==> src/hw/rtl/bole_pkg.sv <==
// Shared types and constants of the bounded ordered list engine.
`default_nettype none

package bole_pkg;

  // Command codes carried in the low bits of the input tdata.
  typedef enum logic [3:0] {
    CMD_HEAD_INS = 4'd0,
    CMD_TAIL_INS = 4'd1,
    CMD_INS_AT   = 4'd2,
    CMD_DEL_AT   = 4'd3,
    CMD_GET_AT   = 4'd4,
    CMD_LOCATE   = 4'd5,
    CMD_PRIOR    = 4'd6,
    CMD_NEXT     = 4'd7,
    CMD_CLEAR    = 4'd8,
    CMD_TRAVERSE = 4'd9
  } cmd_t;

  // Sequencer states.
  typedef enum logic [3:0] {
    S_IDLE,
    S_INS_RD,
    S_INS_SHIFT,
    S_INS_PUT,
    S_FETCH_RD,
    S_FETCH_DATA,
    S_DEL_RD,
    S_DEL_WR,
    S_SCAN_RD,
    S_SCAN_CMP,
    S_TRV_RD,
    S_TRV_OUT,
    S_RESULT
  } state_t;

  // Control of one result item handed from the sequencer to the output register.
  typedef struct packed {
    logic valid;
    logic ok;
    logic last;
  } emit_t;

  // Field widths of the stream payloads.
  localparam int CMD_W      = 4;
  localparam int POS_W      = 5;
  localparam int VALUE_W    = 32;
  localparam int FPOS_W     = 4;
  localparam int LEN_W      = 5;
  localparam int IN_TDATA_W  = 48;
  localparam int OUT_TDATA_W = 48;
  localparam int OUT_PAD_W   = OUT_TDATA_W - VALUE_W - FPOS_W - LEN_W;

endpackage

`default_nettype wire

==> src/hw/rtl/bole_store.sv <==
// Element memory: one write port and one registered read port.
`default_nettype none

module bole_store #(
  parameter int DEPTH = 16,
  parameter int WIDTH = 32
) (
  input  wire logic                     clk,
  input  wire logic                     rd_en,
  input  wire logic [$clog2(DEPTH)-1:0] rd_addr,
  input  wire logic                     wr_en,
  input  wire logic [$clog2(DEPTH)-1:0] wr_addr,
  input  wire logic [WIDTH-1:0]         wr_data,
  output logic      [WIDTH-1:0]         rd_data
);

  logic [WIDTH-1:0] mem [DEPTH];

  // Write port.
  always_ff @(posedge clk) begin
    if (wr_en) begin
      mem[wr_addr] <= wr_data;
    end
  end

  // Read port; the data holds until the next read.
  always_ff @(posedge clk) begin
    if (rd_en) begin
      rd_data <= mem[rd_addr];
    end
  end

endmodule

`default_nettype wire

==> src/hw/rtl/bole_ctrl.sv <==
// Command sequencer with the shared pointer and compare unit of the list engine.
`default_nettype none

module bole_ctrl #(
  parameter int CAPACITY   = 16,
  parameter int DATA_WIDTH = 32
) (
  input  wire logic                          clk,
  input  wire logic                          rst,
  // Command side
  input  wire logic                          start_valid,
  output logic                               start_ready,
  input  wire logic [bole_pkg::CMD_W-1:0]    command,
  input  wire logic [bole_pkg::POS_W-1:0]    position,
  input  wire logic [DATA_WIDTH-1:0]         value,
  // Memory side
  output logic                               rd_en,
  output logic [$clog2(CAPACITY)-1:0]        rd_addr,
  output logic                               wr_en,
  output logic [$clog2(CAPACITY)-1:0]        wr_addr,
  output logic [DATA_WIDTH-1:0]              wr_data,
  input  wire logic [DATA_WIDTH-1:0]         rd_data,
  // Result side
  output bole_pkg::emit_t                    emit,
  input  wire logic                          emit_ready,
  output logic [DATA_WIDTH-1:0]              emit_value,
  output logic [$clog2(CAPACITY+1)-1:0]      emit_fpos,
  output logic [$clog2(CAPACITY+1)-1:0]      emit_len
);

  import bole_pkg::*;

  localparam int AW = $clog2(CAPACITY);
  localparam int CW = $clog2(CAPACITY + 1);
  localparam int PW = (CW > POS_W) ? CW : POS_W;

  state_t          state;
  state_t          state_next;
  cmd_t            cmd;
  cmd_t            cmd_in;
  logic [CW-1:0]   count;
  logic [CW-1:0]   ptr;
  logic [CW-1:0]   targ;
  logic [DATA_WIDTH-1:0] key;
  logic [DATA_WIDTH-1:0] prev;
  logic            res_ok;
  logic [DATA_WIDTH-1:0] res_value;
  logic [CW-1:0]   res_fpos;

  logic            start;
  logic [PW-1:0]   pos_ext;
  logic [PW-1:0]   cnt_ext;
  logic [PW-1:0]   ins_p;
  logic            full;
  logic            ins_ok;
  logic            pos_ok;
  logic [CW-1:0]   ptr_inc;
  logic [CW-1:0]   ptr_dec;
  logic            ptr_more;
  logic            ptr_above;
  logic            hit;

  // Shared pointer unit and compares.
  assign start_ready = (state == S_IDLE);
  assign start       = start_valid && start_ready;
  assign cmd_in      = cmd_t'(command);
  assign pos_ext     = PW'(position);
  assign cnt_ext     = PW'(count);
  assign full        = (count == CW'(CAPACITY));
  assign pos_ok      = (pos_ext < cnt_ext);
  assign ptr_inc     = ptr + 1'b1;
  assign ptr_dec     = ptr - 1'b1;
  assign ptr_more    = (ptr_inc < count);
  assign ptr_above   = (ptr > targ);
  assign hit         = (rd_data == key);

  // Insert position for the three insert commands.
  always_comb begin
    case (cmd_in)
      CMD_HEAD_INS: ins_p = '0;
      CMD_TAIL_INS: ins_p = cnt_ext;
      default:      ins_p = pos_ext;
    endcase
  end

  assign ins_ok = !full && (ins_p <= cnt_ext);

  // Next state.
  always_comb begin
    state_next = state;
    case (state)
      S_IDLE: begin
        if (start) begin
          case (cmd_in)
            CMD_HEAD_INS, CMD_TAIL_INS, CMD_INS_AT:
              state_next = ins_ok ? S_INS_RD : S_RESULT;
            CMD_DEL_AT, CMD_GET_AT:
              state_next = pos_ok ? S_FETCH_RD : S_RESULT;
            CMD_LOCATE, CMD_PRIOR, CMD_NEXT, CMD_TRAVERSE: begin
              if (count == '0) begin
                state_next = S_RESULT;
              end else if (cmd_in == CMD_TRAVERSE) begin
                state_next = S_TRV_RD;
              end else begin
                state_next = S_SCAN_RD;
              end
            end
            default: state_next = S_RESULT;
          endcase
        end
      end
      S_INS_RD:     state_next = ptr_above ? S_INS_SHIFT : S_INS_PUT;
      S_INS_SHIFT:  state_next = S_INS_RD;
      S_INS_PUT:    state_next = S_RESULT;
      S_FETCH_RD:   state_next = S_FETCH_DATA;
      S_FETCH_DATA: state_next = (cmd == CMD_DEL_AT) ? S_DEL_RD : S_RESULT;
      S_DEL_RD:     state_next = ptr_more ? S_DEL_WR : S_RESULT;
      S_DEL_WR:     state_next = S_DEL_RD;
      S_SCAN_RD:    state_next = S_SCAN_CMP;
      S_SCAN_CMP: begin
        if (hit) begin
          state_next = (cmd == CMD_NEXT && ptr_more) ? S_FETCH_RD : S_RESULT;
        end else begin
          state_next = ptr_more ? S_SCAN_RD : S_RESULT;
        end
      end
      S_TRV_RD:     state_next = S_TRV_OUT;
      S_TRV_OUT: begin
        if (emit_ready) begin
          state_next = ptr_more ? S_TRV_RD : S_IDLE;
        end
      end
      S_RESULT: begin
        if (emit_ready) begin
          state_next = S_IDLE;
        end
      end
      default: state_next = S_IDLE;
    endcase
  end

  // Memory requests and result presentation.
  always_comb begin
    rd_en      = 1'b0;
    rd_addr    = ptr[AW-1:0];
    wr_en      = 1'b0;
    wr_addr    = ptr[AW-1:0];
    wr_data    = rd_data;
    emit       = '0;
    emit_value = res_value;
    emit_fpos  = res_fpos;
    case (state)
      S_INS_RD: begin
        rd_en   = ptr_above;
        rd_addr = ptr_dec[AW-1:0];
      end
      S_INS_SHIFT: wr_en = 1'b1;
      S_INS_PUT: begin
        wr_en   = 1'b1;
        wr_addr = targ[AW-1:0];
        wr_data = key;
      end
      S_FETCH_RD, S_SCAN_RD, S_TRV_RD: rd_en = 1'b1;
      S_DEL_RD: begin
        rd_en   = ptr_more;
        rd_addr = ptr_inc[AW-1:0];
      end
      S_DEL_WR: wr_en = 1'b1;
      S_TRV_OUT: begin
        emit.valid = 1'b1;
        emit.ok    = 1'b1;
        emit.last  = !ptr_more;
        emit_value = rd_data;
        emit_fpos  = '0;
      end
      S_RESULT: begin
        emit.valid = 1'b1;
        emit.ok    = res_ok;
        emit.last  = 1'b1;
      end
      default: ;
    endcase
  end

  assign emit_len = count;

  // State, length count and working registers.
  always_ff @(posedge clk) begin
    if (rst) begin
      state <= S_IDLE;
      count <= '0;
    end else begin
      state <= state_next;
      case (state)
        S_IDLE: begin
          if (start) begin
            cmd       <= cmd_in;
            key       <= value;
            res_ok    <= 1'b0;
            res_value <= '0;
            res_fpos  <= '0;
            ptr       <= '0;
            case (cmd_in)
              CMD_HEAD_INS, CMD_TAIL_INS, CMD_INS_AT: begin
                targ <= CW'(ins_p);
                ptr  <= count;
              end
              CMD_DEL_AT, CMD_GET_AT: ptr <= CW'(pos_ext);
              CMD_CLEAR: begin
                count  <= '0;
                res_ok <= 1'b1;
              end
              default: ;
            endcase
          end
        end
        S_INS_SHIFT: ptr <= ptr_dec;
        S_INS_PUT: begin
          count  <= count + 1'b1;
          res_ok <= 1'b1;
        end
        S_FETCH_DATA: begin
          res_value <= rd_data;
          if (cmd != CMD_DEL_AT) begin
            res_ok <= 1'b1;
          end
        end
        S_DEL_RD: begin
          if (!ptr_more) begin
            count  <= count - 1'b1;
            res_ok <= 1'b1;
          end
        end
        S_DEL_WR: ptr <= ptr_inc;
        S_SCAN_CMP: begin
          if (hit) begin
            case (cmd)
              CMD_LOCATE: begin
                res_ok   <= 1'b1;
                res_fpos <= ptr;
              end
              CMD_PRIOR: begin
                if (ptr != '0) begin
                  res_ok    <= 1'b1;
                  res_value <= prev;
                end
              end
              CMD_NEXT: begin
                if (ptr_more) begin
                  ptr <= ptr_inc;
                end
              end
              default: ;
            endcase
          end else begin
            prev <= rd_data;
            if (ptr_more) begin
              ptr <= ptr_inc;
            end
          end
        end
        S_TRV_OUT: begin
          if (emit_ready && ptr_more) begin
            ptr <= ptr_inc;
          end
        end
        default: ;
      endcase
    end
  end

  // The length never passes the capacity.
  a_count_bound: assert property (@(posedge clk) disable iff (rst)
    count <= CW'(CAPACITY))
    else $error("list length beyond capacity");

  // The length moves by one element at a time or drops to zero on clear.
  a_count_step: assert property (@(posedge clk) disable iff (rst)
    (count != $past(count)) |->
      (count == CW'($past(count) + 1'b1)) || (count == CW'($past(count) - 1'b1)) ||
      (count == '0))
    else $error("list length jumped");

  // An idle sequencer without a new command leaves the length alone.
  a_idle_hold: assert property (@(posedge clk) disable iff (rst)
    (state == S_IDLE && !start_valid) |=> $stable(count))
    else $error("list length changed while idle");

  // Memory is never read and written in the same cycle.
  a_one_port: assert property (@(posedge clk) disable iff (rst)
    !(rd_en && wr_en))
    else $error("memory read and write collide");

endmodule

`default_nettype wire

==> src/hw/rtl/bounded_ordered_list_engine_top.sv <==
// Top level of the bounded ordered list engine: stream ports and output register.
// Insert at position p shifts each element from p to the tail up by one, delete shifts
// each element behind pos down by one, get is a single fetch, a search visits elements
// in order (successor fetches one more), clear only resets the length, and each command
// ends with an output step. Traverse reads each element, then presents it and holds
// until the output register takes it; all steps go through the one element memory.
// A new command is taken only while the sequencer is idle; throughput is one command per run.
// Reset empties the list at once; element storage is not cleared and needs no sweep.
`default_nettype none

module bounded_ordered_list_engine_top #(
  parameter int CAPACITY   = 16,
  parameter int DATA_WIDTH = 32
) (
  input  wire logic                                clk,
  input  wire logic                                rst,
  // Command stream
  input  wire logic                                s_tvalid,
  output logic                                     s_tready,
  // command [3:0], position [8:4], value [40:9], zero [47:41]
  input  wire logic [bole_pkg::IN_TDATA_W-1:0]     s_tdata,
  // Result stream
  output logic                                     m_tvalid,
  input  wire logic                                m_tready,
  // result_value [31:0], found_position [35:32], list_length [40:36], zero [47:41]
  output logic [bole_pkg::OUT_TDATA_W-1:0]         m_tdata,
  // ok [0]
  output logic                                     m_tuser,
  output logic                                     m_tlast
);

  import bole_pkg::*;

  localparam int AW = $clog2(CAPACITY);
  localparam int CW = $clog2(CAPACITY + 1);

  logic [CMD_W-1:0]      in_command;
  logic [POS_W-1:0]      in_position;
  logic [VALUE_W-1:0]    in_value;
  logic [DATA_WIDTH-1:0] key;

  logic                  rd_en;
  logic [AW-1:0]         rd_addr;
  logic                  wr_en;
  logic [AW-1:0]         wr_addr;
  logic [DATA_WIDTH-1:0] wr_data;
  logic [DATA_WIDTH-1:0] rd_data;

  emit_t                 emit;
  logic                  emit_ready;
  logic [DATA_WIDTH-1:0] emit_value;
  logic [CW-1:0]         emit_fpos;
  logic [CW-1:0]         emit_len;

  // Unpack the command item; the word is taken as its low DATA_WIDTH bits.
  assign in_command  = s_tdata[CMD_W-1:0];
  assign in_position = s_tdata[CMD_W+POS_W-1:CMD_W];
  assign in_value    = s_tdata[CMD_W+POS_W+VALUE_W-1:CMD_W+POS_W];
  assign key         = DATA_WIDTH'(in_value);

  bole_ctrl #(
    .CAPACITY   (CAPACITY),
    .DATA_WIDTH (DATA_WIDTH)
  ) u_ctrl (
    .clk         (clk),
    .rst         (rst),
    .start_valid (s_tvalid),
    .start_ready (s_tready),
    .command     (in_command),
    .position    (in_position),
    .value       (key),
    .rd_en       (rd_en),
    .rd_addr     (rd_addr),
    .wr_en       (wr_en),
    .wr_addr     (wr_addr),
    .wr_data     (wr_data),
    .rd_data     (rd_data),
    .emit        (emit),
    .emit_ready  (emit_ready),
    .emit_value  (emit_value),
    .emit_fpos   (emit_fpos),
    .emit_len    (emit_len)
  );

  bole_store #(
    .DEPTH (CAPACITY),
    .WIDTH (DATA_WIDTH)
  ) u_store (
    .clk     (clk),
    .rd_en   (rd_en),
    .rd_addr (rd_addr),
    .wr_en   (wr_en),
    .wr_addr (wr_addr),
    .wr_data (wr_data),
    .rd_data (rd_data)
  );

  // Output register: loads when empty or when its item is being taken.
  assign emit_ready = !m_tvalid || m_tready;

  always_ff @(posedge clk) begin
    if (rst) begin
      m_tvalid <= 1'b0;
    end else if (emit.valid && emit_ready) begin
      m_tvalid <= 1'b1;
    end else if (m_tready) begin
      m_tvalid <= 1'b0;
    end
  end

  // Result payload.
  always_ff @(posedge clk) begin
    if (emit.valid && emit_ready) begin
      m_tdata <= {{OUT_PAD_W{1'b0}}, LEN_W'(emit_len), FPOS_W'(emit_fpos),
                  VALUE_W'(emit_value)};
      m_tuser <= emit.ok;
      m_tlast <= emit.last;
    end
  end

endmodule

`default_nettype wire

==> config.mk <==
export PLATFORM = sky130hd
export DESIGN_NAME = bounded_ordered_list_engine_top
export DESIGN_NICKNAME = d
export VERILOG_FILES = /design/src/hw/rtl/bole_pkg.sv /design/src/hw/rtl/bole_store.sv /design/src/hw/rtl/bole_ctrl.sv /design/src/hw/rtl/bounded_ordered_list_engine_top.sv
export SDC_FILE = /design/constraint.sdc
export NUM_CORES = 1
export LEC_CHECK = 0
export BUFFER_PORTS_ARGS = -buffer_cell sky130_fd_sc_hd__buf_2
export CORE_UTILIZATION = 30
export DETAILED_ROUTE_END_ITERATION = 8
export PLACE_DENSITY = 0.55
export SLEW_MARGIN = 30
export SYNTH_ARGS = -nofsm -noshare
export SYNTH_HDL_FRONTEND = slang
export SYNTH_HIERARCHICAL = 1
export SYNTH_SLANG_ARGS = --single-unit
==> constraint.sdc <==
create_clock -name clk -period 5.5 [get_ports clk]
set_clock_uncertainty 0.1 [all_clocks]
set_input_delay 0.825 -clock clk [delete_from_list [all_inputs] [get_ports clk]]
set_output_delay 0.825 -clock clk [all_outputs]
set_load 0.005 [all_outputs]
==> results of run 1 <==
[flip-flops by register name, indices dropped and copies added (netlist names), 4 cells and up]
name,flops
u_ctrl/res_value,32
u_ctrl/ptr,5
u_store/rd_data,32
u_ctrl/cmd,4
m_tdata,41
u_ctrl/key,32
u_ctrl/prev,32
u_ctrl/emit_len,5
u_ctrl/res_fpos,4
u_store/mem,512
u_ctrl/targ,5
u_ctrl/state,4
[critical path, cell delays in order (launching register included)]
cell and delay (ps):
dfxtp_1 750, or2_1 360, nor2_4 100, buf_4 260, o21ai_0 830, nand2_1 470
nor2_4 720, buf_12 300
[routing by layer]
layer	vias to the layer above	global-route usage [%]	wire [um]
met5	-	0	0
met4	0	3.59	1370
met3	89	2.72	4010
met1	7668	19.8	30800
met2	457	22.9	33000
li1	6405	-	-
[where the power goes]
part / internal [mW] / switching [mW] / total (mW)
clock: 2.91 / 2.13 / 5.03
combinational: 1.93 / 2.75 / 4.68
sequential: 7.21 / 0.504 / 7.71
total: 12.0 / 5.38 / 17.4
[metrics by stage]
stage	power, mW	utilization, %	setup WS [ps]	hold slack [ps]	instance area, sq um
2_1_floorplan	11.0	-	765	365	28700
3_3_place_gp	12.5	32.6	1430	416	30900
3_5_place_dp	12.6	32.6	1360	411	30900
4_1_cts	17.6	35.2	1320	237	33400
5_1_grt	18.2	35.2	1060	245	33400
6_report	17.4	35.2	1270	278	33400
[cell type report]
| class | instances | share of cell area (%) |
|---|---|---|
| well taps | 1265 | 4.74 |
| clock inverters | 37 | 0.959 |
| clock buffers | 107 | 6.45 |
| flip-flops and latches | 712 | 63.7 |
| inverters | 23 | 0.259 |
| repair buffers | 126 | 2.43 |
| multi-input cells | 693 | 21.4 |
[worst max path at each step]
stage	start	to	slack, ps	cells past startpoint
5_1_grt	u_ctrl/state[3]	u_store/rd_data[12]	1060	9
3_3_place_gp	u_ctrl/state[3]	u_store/mem[2][15]	1430	7
4_1_cts	u_ctrl/state[3]	u_store/mem[2][23]	1320	7
3_5_place_dp	u_ctrl/state[3]	u_store/mem[2][8]	1360	7
2_1_floorplan	u_ctrl/state[0]	u_ctrl/targ[0]	760	5
6_report	u_ctrl/state[3]	u_store/mem[3][23]	1270	7
==> key figures, run 1 <==
Logic synthesis
  • Cells after Synth: 1505
  • Warnings, synthesis: 6
  • Mapped Area: 28700 sq um
  • Post-Syn Area per Cell: 19.1 sq um

Setup path
  • Critical Path Start Type: flip-flop
  • Reg2Reg Depth: 7
  • Kind of critical path: flip-flop to flip-flop
  • R2r setup slk: 1270 ps
  • Crit Reg-Reg Startpoint: u_ctrl/state[3]
  • Critical Path End Type: flip-flop
  • CP Max Fanout: 23
  • Reg2reg end: u_store/mem[3][23]
  • CP Data Required Time: 5710 ps
  • Arr. time, crit path: 4440 ps

GRT
  • Initial antenna violation count: 0
  • Total track usage: 14.2%
  • First-pass GRT wire length: 102000 um
  • Largest net degree at the start of global routing: 99
  • GRT overflow: 0
  • Number of global-route vias before repair: 15000

Clocking
  • CTS sink cnt: 712
  • Post-CTS setup repair buffer count: 0
  • CTS clk-pin slew, worst paths: 60 ps
  • Max H-tree Level: 3
  • CTS resizes: 0
  • Clock Latency Late Sink: 630 ps
  • Clock buffer depth: 3
  • CTS buffer count: 79
  • TritonCTS clock tree: yes
  • CTS root buffer: clkbuf_16
  • Number of hold buffers added after CTS: 0

Worst hold path
  • WHS Path Cells: 1
  • Hold Startpoint: s_tdata[14]
  • Class of the most critical hold timing path: input pin to flip-flop
  • WHS Endpoint: u_ctrl/key[5]

Pwr
  • PD cells: 522 nW/um^2
  • Pleak: 10.8 nW
  • Max IR drop VDD: 0.000585 V

Finish
  • # diodes: 0
  • Multi-input gate area: 7160 sq um
  • Commonest non-fill, non-tap cell in the layout: edfxtp_1
  • Highest-count cells in the layout ignoring fill and taps: edfxtp_1, mux4_2, buf_2
  • FF+latch area: 21300 sq um
  • Share of cells above drive strength 1: 27.8%
  • Non-filler cells, final: 2963
  • # nets final: 1712
  • Fillers: 8832
  • Area Growth Syn to Fin: 16.3%

STA
  • Sum Neg Setup Slack: 0 ps
  • Final worst-path cycle share: 76.9%
  • Fmax achieved: 236 MHz
  • Fin. Hold Viols: 0
  • Slew Limit Fails: 0
  • Unrepaired setup endpoints after global routing: false
  • Crit path time final: 4230 ps
  • Final setup fails: 0
  • Worst slew pin tran: 996 ps
  • Slew HR: 32.9%

Routing
  • Vias per cell: 4.93
  • WL final: 69200 um
  • DR vias: 14600
  • DRT antenna net count: 0
  • Drt first-iter violations: 1274
  • 1st-pass router iterations: 5
  • WL/cell: 23.3 um
  • DR DRC count: 0

Placed design
  • Placed Cells: 2819
  • Port Buffers: 89
  • GPL Wtd Cong: 0.830
  • Hpwl dp: 40100 um

Floorplan
  • Initial Utilization: 30.3%
  • CORE AREA: 94900 sq um
  • Chip width: 311 um
  • Io pins: 104
  • Die area: 97000 sq um
  • Rows: 113
  • Die height: 311 um

Run
  • MaxCap Viol Count: 0

Status
  • Status: finished, final reports clean
Power figures use the tool's default switching activity.
==> run 2: changes to the inputs <==
--- a/config.mk
+++ b/config.mk
@@ -8,7 +8,7 @@
 export BUFFER_PORTS_ARGS = -buffer_cell sky130_fd_sc_hd__buf_2
 export CORE_UTILIZATION = 30
 export DETAILED_ROUTE_END_ITERATION = 8
-export PLACE_DENSITY = 0.55
+export PLACE_DENSITY = 0.56
 export SLEW_MARGIN = 30
 export SYNTH_ARGS = -nofsm -noshare
 export SYNTH_HDL_FRONTEND = slang
==> constraint.sdc (replaced) <==
create_clock -name clk -period 3.58 [get_ports clk]
set_clock_uncertainty 0.1 [all_clocks]
set_input_delay 0.537 -clock clk [delete_from_list [all_inputs] [get_ports clk]]
set_output_delay 0.537 -clock clk [all_outputs]
set_load 0.005 [all_outputs]
==> run 2 against run 1 <==
Clock-buffer cell count is 7 lower; fmax is 28% higher; cell count is 2.3% higher; clock power is 52% higher; wire length is 0.90% higher; worst hold slack worse by 250 ps; via count is 1.9% higher; critical endpoint is now u_store/rd_data[31].
==> key figures, run 2 (synthesis results as in run 1) <==
Setup path
  • CP Cell Sequence: nand2b_1 > nor2_1 > nor2_1 > xnor2_2 > buf_12 > buf_4 > mux4_2 > a22oi_1 > nand2_1
  • CP Max Fanout: 26 (+13%)
  • Critical Path End Type: flip-flop
  • Most Frequent Cell on Critical Path: nor2_1
  • Arr. time, crit path: 3550 ps (-890 ps)
  • Highest-delay cell along the critical path: dfxtp_1
  • Slowest stage delay, CP: 590 ps (-240 ps)
  • CP Data Required Time: 3820 ps (-1890 ps)
  • Kind of critical path: flip-flop to flip-flop
  • Critical Path Start Type: flip-flop

Placed design
  • Hpwl dp: 43200 um (+7.8%)
  • Placed Cells: 2869 (+1.8%)
  • Placed Area: 31500 sq um (+2.0%)
  • Port Buffers: 89 (unchanged)
  • GPL Wtd Cong: 0.844 (+1.8%)

Routing
  • Vias per cell: 4.91 (-0.42%)
  • DR DRC count: 0 (unchanged)
  • WL/cell: 23.0 um (-1.4%)
  • DRT antenna net count: 0 (unchanged)
  • DR vias: 14900 (+1.9%)
  • 1st-pass router iterations: 5 (unchanged)
  • WL final: 69800 um (+0.90%)
  • Drt first-iter violations: 1424 (+12%)

Clocking
  • Max H-tree Level: 3 (unchanged)
  • CTS clk-pin slew, worst paths: 60 ps (about the same)
  • Post-CTS setup repair buffer count: 0 (unchanged)
  • TritonCTS clock tree: yes
  • Number of hold buffers added after CTS: 22 (+22)
  • CTS sink cnt: 712 (unchanged)
  • CTS root buffer: clkbuf_16
  • CTS buffer count: 77 (-2.5%)
  • CTS resizes: 0 (unchanged)
  • Clock Latency Late Sink: 610 ps (-20 ps)
  • Clock buffer depth: 3 (unchanged)

Finish
  • Commonest non-fill, non-tap cell in the layout: edfxtp_1
  • Final instance area: 34200 sq um (+2.4%)
  • Biggest regs: u_store/mem (512), m_tdata (41)
  • Non-filler cells, final: 3032 (+2.3%)
  • Max reg flops: 512 (unchanged)
  • Top reg by flops: u_store/mem
  • # nets final: 1783 (+4.1%)
  • Share of cells above drive strength 1: 29.5% (+1.7 points)
  • Area Growth Syn to Fin: 19.1%
  • Highest-count cells in the layout ignoring fill and taps: edfxtp_1, mux4_2, buf_2

Floorplan
  • Initial Utilization: 30.3% (unchanged)
  • Rows: 113 (unchanged)
  • Die height: 311 um (unchanged)
  • Io pins: 104 (unchanged)
  • Die area: 97000 sq um (unchanged)
  • CORE AREA: 94900 sq um (unchanged)
  • Chip width: 311 um (unchanged)

GRT
  • Largest net degree at the start of global routing: 49 (-51%)
  • Total track usage: 14.3% (+0.026 points)
  • First-pass GRT wire length: 102000 um (+0.25%)
  • Initial antenna violation count: 3 (+3)
  • Number of global-route vias before repair: 15200 (+1.7%)
  • GRT overflow: 0 (unchanged)

Pwr
  • Pleak: 11.2 nW (+3.7%)
  • PD cells: 798 nW/um^2 (+53%)
  • Max IR drop VDD: 0.000491 V (-16%)

STA
  • Slew HR: 39.0% (+6.1 points)
  • Unrepaired setup endpoints after global routing: false
  • Fmax achieved: 303 MHz (+28%)
  • Worst slew pin tran: 902 ps (-94.1 ps)
  • Final worst-path cycle share: 92.3% (+15 points)
  • Hold_ws: 31.1 ps (-247 ps)
  • Final setup fails: 0 (unchanged)
  • Crit path time final: 3300 ps (-926 ps)
  • Slew Limit Fails: 0 (unchanged)
  • Fin. Hold Viols: 0 (unchanged)

Status
  • Status: finished, final reports clean

Run
  • MaxCap Viol Count: 0 (unchanged)

Worst hold path
  • Class of the most critical hold timing path: input pin to flip-flop
[run 2: layout make-up]
class	instances	area, sq um
Tap cell	1265	1580
Sequential cell	712	21300
Clock buffer	100	2060
Clock inverter	39	372
Multi-Input combinational cell	693	7180
Inverter	23	86.3
Fill cell	8813	60700
Antenna cell	1	2.50
Timing Repair Buffer	199	1630
[run 2: through the flow]
step                      total power [mW]  worst slack (ps)  utilization [%]  setup TNS, ps
after detailed placement              19.8               286             33.2              0
after CTS                             27.6               248             36.0              0
after global placement                19.7               293             33.2              0
after floorplan                       16.9              -763                -         -73290
after global routing                  28.5              13.9             36.0              0
final                                 27.3               276             36.0              0
[run 2: critical path: cells and delay by family (launching register included)]
kind	cells	cell delay [ps]
muxes	1	520
AOI/OAI and AO/OA	1	250
DFF	1	590
and+or+nand+nor	4	790
buffers and inverters	2	580
xor gates and xnor gates	1	210
[run 2: path summary, 6_finish.rpt]
check | to | cells after the start | start | slack (ps)
min | u_ctrl/key[20] | 1 | s_tdata[29] | 30
min reg2reg | m_tdata[35] | 1 | u_ctrl/res_fpos[3] | 420
max reg2reg | u_store/rd_data[31] | 9 | u_ctrl/state[0] | 280
max | u_store/rd_data[31] | 9 | u_ctrl/state[0] | 280
[run 2: report_power, final]
group / leakage [nW] / switching, mW / internal (mW)
combinational: 3.52 / 4.40 / 3.36
clock: 1.19 / 3.17 / 4.49
sequential: 6.45 / 0.774 / 11.1
[run 2: per-layer routing]
| layer | share of wire (%) | global-route usage, % | vias up | wire length [um] |
|---|---|---|---|---|
| met4 | 2.0 | 3.41 | 0 | 1370 |
| li1 | - | - | 6540 | - |
| met5 | 0 | 0 | - | 0 |
| met3 | 6.1 | 2.74 | 91 | 4240 |
| met2 | 47 | 22.5 | 481 | 32600 |
| met1 | 45 | 20.3 | 7784 | 31600 |
